**config.mk**
```make
export PLATFORM = sky130hd
export DESIGN_NAME = sgc_cell
export DESIGN_NICKNAME = d
export VERILOG_FILES = /design/src/design/sgc_pkg.sv /design/src/design/sgc_cell.sv
export SDC_FILE = /design/constraint.sdc
export NUM_CORES = 1
export LEC_CHECK = 0
export BUFFER_PORTS_ARGS = -buffer_cell sky130_fd_sc_hd__buf_4
export CORE_MARGIN = 3
export CORE_UTILIZATION = 30
export DETAILED_ROUTE_END_ITERATION = 8
export PLACE_DENSITY = 0.5
export SLEW_MARGIN = 20
export SYNTH_ARGS = -nofsm -noshare
export SYNTH_HDL_FRONTEND = slang
export SYNTH_SLANG_ARGS = --single-unit
```
**constraint.sdc**
```tcl
create_clock -name i_clk -period 9.22 [get_ports i_clk]
set_input_delay 0.922 -clock i_clk [delete_from_list [all_inputs] [get_ports i_clk]]
set_output_delay 0.922 -clock i_clk [all_outputs]
set_load 0.01 [all_outputs]
```
**src/design/sgc_pkg.sv**
```systemverilog
// Types, constants and codes of the subarray gcd counter.
package sgc_pkg;

    localparam int MAX_SEGMENTS = 32;
    localparam int NUM_QUERIES  = 16;
    localparam int VALUE_BITS   = 31;

    localparam int OP_W    = 2;
    localparam int SLOT_W  = 4;
    localparam int VALUE_W = 31;
    localparam int LEN_W   = 32;
    localparam int COUNT_W = 48;

    // One spare cell holds the segment that may fall off after merging.
    localparam int NCELL = MAX_SEGMENTS + 1;
    localparam int ROT_W = $clog2(NCELL);
    localparam int K_W   = $clog2(VALUE_BITS);

    typedef enum logic [OP_W-1:0] {
        OP_LOAD  = 2'd0,
        OP_PUSH  = 2'd1,
        OP_READ  = 2'd2,
        OP_CLEAR = 2'd3
    } t_op;

    typedef enum logic [2:0] {
        CMD_HOLD,
        CMD_CLEAR,
        CMD_INSERT,
        CMD_GLOAD,
        CMD_GSTEP,
        CMD_MERGE,
        CMD_DROP,
        CMD_ROTATE
    } t_cell_op;

    typedef enum logic [2:0] {
        ST_IDLE,
        ST_INSERT,
        ST_GLOAD,
        ST_GRUN,
        ST_MERGE,
        ST_DROP,
        ST_COUNT
    } t_state;

    typedef struct packed {
        t_cell_op               op;
        logic [VALUE_BITS-1:0]  x;
    } t_cell_cmd;

    typedef struct packed {
        logic                   valid;
        logic [VALUE_BITS-1:0]  g;
        logic [LEN_W-1:0]       len;
    } t_seg;

endpackage

```
**src/design/sgc_cell.sv**
```systemverilog
// One segment cell: holds a (gcd, length) pair and runs its own binary gcd.
module sgc_cell import sgc_pkg::*; (
    input  logic      i_clk,
    input  logic      i_rst_n,
    input  logic      i_head,
    input  logic      i_tail,
    input  t_cell_cmd i_cmd,
    input  t_seg      i_prev,
    input  t_seg      i_next,
    input  logic      i_next_dup,
    input  logic      i_found,
    output t_seg      o_seg,
    output logic      o_dup,
    output logic      o_found,
    output logic      o_done
);

    t_seg                  r_seg;
    logic [VALUE_BITS-1:0] r_a;
    logic [VALUE_BITS-1:0] r_b;
    logic [K_W-1:0]        r_k;
    logic                  r_done;
    logic [LEN_W:0]        merge_sum;

    assign o_seg   = r_seg;
    assign o_done  = r_done;
    assign o_dup   = !i_head && r_seg.valid && i_prev.valid && (r_seg.g == i_prev.g);
    assign o_found = i_found | o_dup;
    assign merge_sum = {1'b0, r_seg.len} + {1'b0, i_next.len};

    always_ff @(posedge i_clk) begin
        if (!i_rst_n) begin
            r_seg.valid <= 1'b0;
            r_done      <= 1'b1;
        end else begin
            case (i_cmd.op)
                CMD_CLEAR: begin
                    r_seg.valid <= 1'b0;
                end
                CMD_INSERT: begin
                    if (i_head) begin
                        r_seg.valid <= 1'b1;
                        r_seg.g     <= i_cmd.x;
                        r_seg.len   <= LEN_W'(1);
                    end else begin
                        r_seg <= i_prev;
                    end
                end
                CMD_GLOAD: begin
                    r_a    <= r_seg.g;
                    r_b    <= i_cmd.x;
                    r_k    <= '0;
                    r_done <= !r_seg.valid;
                end
                CMD_GSTEP: begin
                    if (!r_done) begin
                        if (r_a == '0 || r_b == '0) begin
                            r_seg.g <= (r_a | r_b) << r_k;
                            r_done  <= 1'b1;
                        end else if (!r_a[0] && !r_b[0]) begin
                            r_a <= r_a >> 1;
                            r_b <= r_b >> 1;
                            r_k <= r_k + K_W'(1);
                        end else if (!r_a[0]) begin
                            r_a <= r_a >> 1;
                        end else if (!r_b[0]) begin
                            r_b <= r_b >> 1;
                        end else if (r_a >= r_b) begin
                            r_a <= (r_a - r_b) >> 1;
                        end else begin
                            r_b <= (r_b - r_a) >> 1;
                        end
                    end
                end
                CMD_MERGE: begin
                    // Cells from the first duplicate on move down one place.
                    if (o_found) begin
                        if (i_tail) begin
                            r_seg.valid <= 1'b0;
                        end else begin
                            r_seg <= i_next;
                        end
                    end else if (i_next_dup) begin
                        r_seg.len <= merge_sum[LEN_W] ? '1 : merge_sum[LEN_W-1:0];
                    end
                end
                CMD_DROP: begin
                    if (i_tail) begin
                        r_seg.valid <= 1'b0;
                    end
                end
                CMD_ROTATE: begin
                    r_seg <= i_next;
                end
                default: begin
                end
            endcase
        end
    end

endmodule

```
# Yosys cells after proc, flatten, opt, wreduce, memory -nomap -nowiden
# Cells that the tools add are included.
dict set report word_totals {
  ram_bits 0
  in_bits 168
  latch_bits 0
  ff_bits 132
  mem_bits_ro 0
  output_inout_bits 67
  mem_count 0
}
dict set report classes {
  add_sub_neg 4
  magnitude_cmp 1
  n_shift 1
  n_mul 0
  muxes 34
  div 0
  eq_ne 21
  bitwise_logic 2
  reduce_logical 23
}
# op n
set ops {}
lappend ops {{two-way mux 31 bit} 14}
lappend ops {{two-way mux 32 bit} 4}
lappend ops {{case mux 31 bit (2 select lines)} 2}
lappend ops {{case mux 31 bit (4 select lines)} 1}
lappend ops {{case mux 32 bit (3 select lines)} 1}
lappend ops {{two-way mux 64 bit} 1}
lappend ops {{two-way mux 63 bit} 1}
lappend ops {{logical NOT 31 bit} 2}
lappend ops {{subtractor 31 bit} 2}
lappend ops {{adder 32 x 32 -> 33 bit} 1}
lappend ops {{equality test 31 bit} 1}
lappend ops {{greater-or-equal comparator 31 bit} 1}
lappend ops {{OR 31 bit} 1}
lappend ops {{<< shifter 31 x 5 -> 31 bit} 1}
lappend ops {{AND reduction 6 bit} 3}
lappend ops {{two-way mux 5 bit} 3}
lappend ops {{!= test 2 bit, second input constant} 7}
lappend ops {{equality test 3 bit, second input constant} 4}
lappend ops {{!= test 4 bit, second input constant} 3}
lappend ops {{case mux 5 bit (2 select lines)} 1}
lappend ops {{AND reduction 5 bit} 2}
lappend ops {{!= test 3 bit, second input constant} 3}
lappend ops {{AND reduction 4 bit} 2}
lappend ops {{equality test 3 x 2 -> 1 bit, second input constant} 2}
lappend ops {{other kinds (14)} 23}

# Depth between registers and ports, before layout
dict set report depth {
  ltp_word 8
  mapped_depth 14
}

# Least setup slack after synthesis
# OpenSTA, ideal clock, no wires.
dict set report synth_timing {
  kind {input-to-reg}
  startpoint {in i_prev[34] (netlist name)}
  endpoint {reg r_seg, in the netlist o_seg[0] (enable)}
  required_ns 8.799
  path_stages 8
  slack_ns 5.005
  setup_ns 0.421
  t_arrival_ns 3.794
  path_buffers 0
  cell_sequence {xor2_1 nor4_1 nand4_1 nor4_1 nor2_1 o21ai_0 a21oi_1 nor2_1}
}
dict set report synth_between {
  elab_chain_len 5
  word_cells_on_any_way 6
}
# item line
set synth_lines {}
lappend synth_lines {{start, declared} sgc_cell.sv:8} ;# input t_seg i_prev,
lappend synth_lines {{equality test 31 bit (*)} sgc_cell.sv:27} ;# assign o_dup = !i_head && r_seg.valid && i_prev.valid && (r_seg.g == i_prev.g);
lappend synth_lines {{logical AND 1 bit (*)} sgc_cell.sv:27}
lappend synth_lines {{via o_dup} sgc_cell.sv:13} ;# output logic o_dup,
lappend synth_lines {{OR 1 bit (*)} sgc_cell.sv:28} ;# assign o_found = i_found | o_dup;
lappend synth_lines {{!= test 3 bit (no line)} n/a}
lappend synth_lines {{AND reduction 4 bit (no line) (*)} n/a}
lappend synth_lines {{end signal, assigned} sgc_cell.sv:46} ;# r_seg <= i_prev;
lappend synth_lines {{end signal, assigned} sgc_cell.sv:81} ;# r_seg <= i_next;
lappend synth_lines {{end signal, assigned} sgc_cell.sv:93} ;# r_seg <= i_next;
lappend synth_lines {{end, declared} sgc_cell.sv:18} ;# t_seg r_seg;
# Mark *: on every way through the listed nets, which the timed path passes. The rest lies on a longest branch.
# A chain may end at the register's enable or synchronous reset.

# Worst setup path after layout
dict set report layout_timing {
  startpoint {reg r_a[3]}
  endpoint {reg r_a[23] (enable)}
}
dict set report layout_between {
  elab_chain_len 4
  word_cells_on_any_way 6
}
# item line
set layout_lines {}
lappend layout_lines {{start, declared} sgc_cell.sv:19} ;# logic [VALUE_BITS-1:0] r_a;
lappend layout_lines {{start signal, assigned} sgc_cell.sv:50} ;# r_a <= r_seg.g;
lappend layout_lines {{start signal, assigned} sgc_cell.sv:61} ;# r_a <= r_a >> 1;
lappend layout_lines {{start signal, assigned} sgc_cell.sv:65} ;# r_a <= r_a >> 1;
lappend layout_lines {{branches (longest 3 deep; another with greater-or-equal comparator 31 bit)} n/a}
lappend layout_lines {{AND reduction 6 bit (no line) (*)} n/a}
# Mark *: on every way between the ends.

==> flow_summary_export.csv <==
group,metric,value,unit
sta,setup_tns,0,ps
job,max-cap-violations,0,
synthesis,syn_area_per_cell,8.40,sq um
synthesis,synth_edf_count,130,
worst_setup_path,end_kind,"flip-flop",
grt,grt_use_met2,38.3,%
sta,clock-skew-final,11.0,ps
routing,wl_per_cell,26.3,um
grt,grt_max_degree,90,
synthesis,ys_types,81,
grt,antenna_found_initial,3,
sta,fmax,214,MHz
synthesis,async_flop_share,0,%
worst_setup_path,worst-r2r-cell-count,13,
sta,maxSlewViolCount,0,
worst_setup_path,crit_arrival,4780,ps
sta,post-route-min-period,4670,ps
power,pwr_density_cell,114,nW/um^2
synthesis,synth_common_cells,"192 x a21oi_1, 181 x nor2_1, 145 x nand2_1, 130 x edfxtp_1, 126 x ha_1",
synthesis,syn_nets,2031,
routing,vias,14986,
floorplan,die-area,51200,sq um
routing,drt-initial-drc-count,1670,
synthesis,yosysWarnings,0,
synthesis,ys_seq_elements,132,
synthesis,yosys_most_used_dff,"edfxtp_1",
worst_setup_path,rr_startpoint,"r_a[3]",
sta,hold_viol_final,0,
final_layout,drive_above_1_share,17.9,%
worst_hold_path,hold_path_class,"reg -> reg",
grt,grtUsageMet1,36.4,%
synthesis,synthTopCellsByArea,"edfxtp_1 27%, ha_1 11%, a21oi_1 6.6%",
place,hpwl,53.2,mm
clock_tree,clk_path_buf_depth,2,
synthesis,synth_largest_area_cell,"edfxtp_1",
sta,worst_pin_slew,1120,ps
clock_tree,ctsHoldBuffers,0,
clock_tree,cts.sinks,132,
floorplan,core,47800,sq um
routing,routed_via_density,5.91,
routing,ant_nets,0,
power,p_leak,7.12,nW
floorplan,ios,235,
final_layout,syn_to_final_growth,19.9,%
grt,busiest_layer,"met2",
place,portBuffers,234,
worst_setup_path,crit_end,"r_a[23]",
sta,rsz0062_at_grt,"false",
grt,grt_pass1_vias,14483,
clock_tree,cts_tree,"yes",
sta,slew_headroom,24.7,%
grt,use_met3,4.36,%
worst_setup_path,reg2reg_slack,4550,ps
clock_tree,cts_setup_buffers,0,
routing,drt-total-wl,66.5,mm
synthesis,yosysTopAreaCellShare,26.8,%
worst_setup_path,required,9330,ps
floorplan,fp.dieH,226,um
synthesis,yosysMostFrequentCell,"a21oi_1",
worst_setup_path,path_max_fanout,26,
clock_tree,post_cts_resized,0,
floorplan,initial_core_util,30.4,%
synthesis,netlist_instances,1734,
worst_hold_path,hold_path_startpoint,"o_seg[63]",
clock_tree,clkTransAtPathRegs,60,ps
routing,drc_errors,0,
final_layout,final_nets,2202,
clock_tree,insertion_delay,450,ps
sta,hold_ws,566,ps
synthesis,ys_seq_area_share,27.1,%
sta,period_share,50.6,%
synthesis,synth_area,14600,sq um
power,vdd_drop_max,0.000113,V
clock_tree,cts.htree.levels,4,
floorplan,num_rows,80,
routing,drt_pass1_iterations,5,
final_layout,final_core_util,36.5,%
worst_setup_path,cp-start-kind,"flip-flop",
clock_tree,clock-root-buffer,"clkbuf_16",
grt,grt_pass1_wl,95.9,mm
sta,setup_violations,0,
outcome,status,"completed",
place,gp_congestion,0.966,
grt,grt_overflow,0,
worst_setup_path,crit_start,"r_a[3]",
worst_setup_path,reg2reg_to,"r_a[23]",
floorplan,die_x,226,um
clock_tree,cts_buffers,17,
grt,track_usage,25.2,%
worst_setup_path,worst-setup-path-type,"reg -> reg",
## state kept, by name, indices dropped and copies added, names as in the netlist
| name | cells |
|---|---|
| r_k | 5 |
| o_seg | 64 |
| r_a | 31 |
| r_b | 31 |
| o_done | 1 |
## critical path: stages, from the launching register on
cell and delay (ps):
edfxtp_1 470, inv_1 100, ha_1 420, nor3_1 370, nand2_1 170, a21oi_1 380
o2111ai_2 180, nand3_2 160, a221oi_2 110, o311a_1 390, buf_4 270, a21oi_1 210
o31a_1 650, buf_4 430
## through the flow
step / setup slack [ps] / cell area (sq um) / total power, mW / std cells
after floorplan: 5010 / 14600 / 1.03 / 1734
after global placement: 4560 / 16800 / 1.27 / 2501
after detailed placement: 4620 / 16900 / 1.26 / 2501
after CTS: 4630 / 17500 / 1.99 / 2533
after global routing: 4470 / 17500 / 2.07 / 2535
final: 4550 / 17500 / 1.99 / 2535
## where the power goes
group / switching, mW / internal, mW / total [mW] / leakage, nW
Clock: 0.304 / 0.428 / 0.732 / 0.279
Combinational: 0.324 / 0.218 / 0.543 / 5.63
Sequential: 0.0280 / 0.691 / 0.719 / 1.21
## cell families (layout without fill, tap and decap cells)
logic type                 Yosys count  in the layout  share of synthesized area [%]
AOI/OAI and AO/OA                  563            563                           26.2
buffers and inverters              212            396                           5.87
other                                0              2                              0
DFF                                132            132                           27.1
adders and majority gates          129            129                           11.2
xor gates and xnor gates           119            119                           7.15
and+or+nand+nor                    502            502                           15.7
muxes                               77             77                           6.82
## layer usage
layer	vias up	share of wire, %
met5	-	0.0075
met4	2	3.0
met3	93	8.2
met2	748	44
met1	7317	45
li1	6826	-
## how the worst min path moves through the flow
stage	cells past startpoint	end	slack, ps
finish	2	o_seg[63]	570
detailed placement	2	o_seg[63]	560
CTS	2	o_seg[63]	570
global route	2	o_seg[63]	610
floorplan	2	o_seg[63]	540
global placement	2	o_seg[63]	540
## cells in the final DEF (no fill, tap or decap), types with 22 or more instances in the layout
master and n:
a21oi_1 191, nand3_1 36, a32oi_1 22, buf_4 254
inv_1 103, o21ai_0 72, o21bai_1 24, a22oi_1 34
xnor2_1 84, o221ai_1 51, xor2_1 35, edfxtp_1 130
nand2_1 144, nor2_1 174, ha_1 126, nor4_1 29
nor3_1 32, mux2i_1 52
## final cells by class
cell class / instances / area [sq um]
repair buffers: 254 / 1910
multi-input cells: 1390 / 9820
clock inverters: 14 / 180
flip-flops and latches: 132 / 3940
well taps: 615 / 769
diodes: 2 / 5.00
fillers: 5058 / 30400
inverters: 110 / 413
clock buffers: 18 / 429
(Power assumes the default switching activity.)
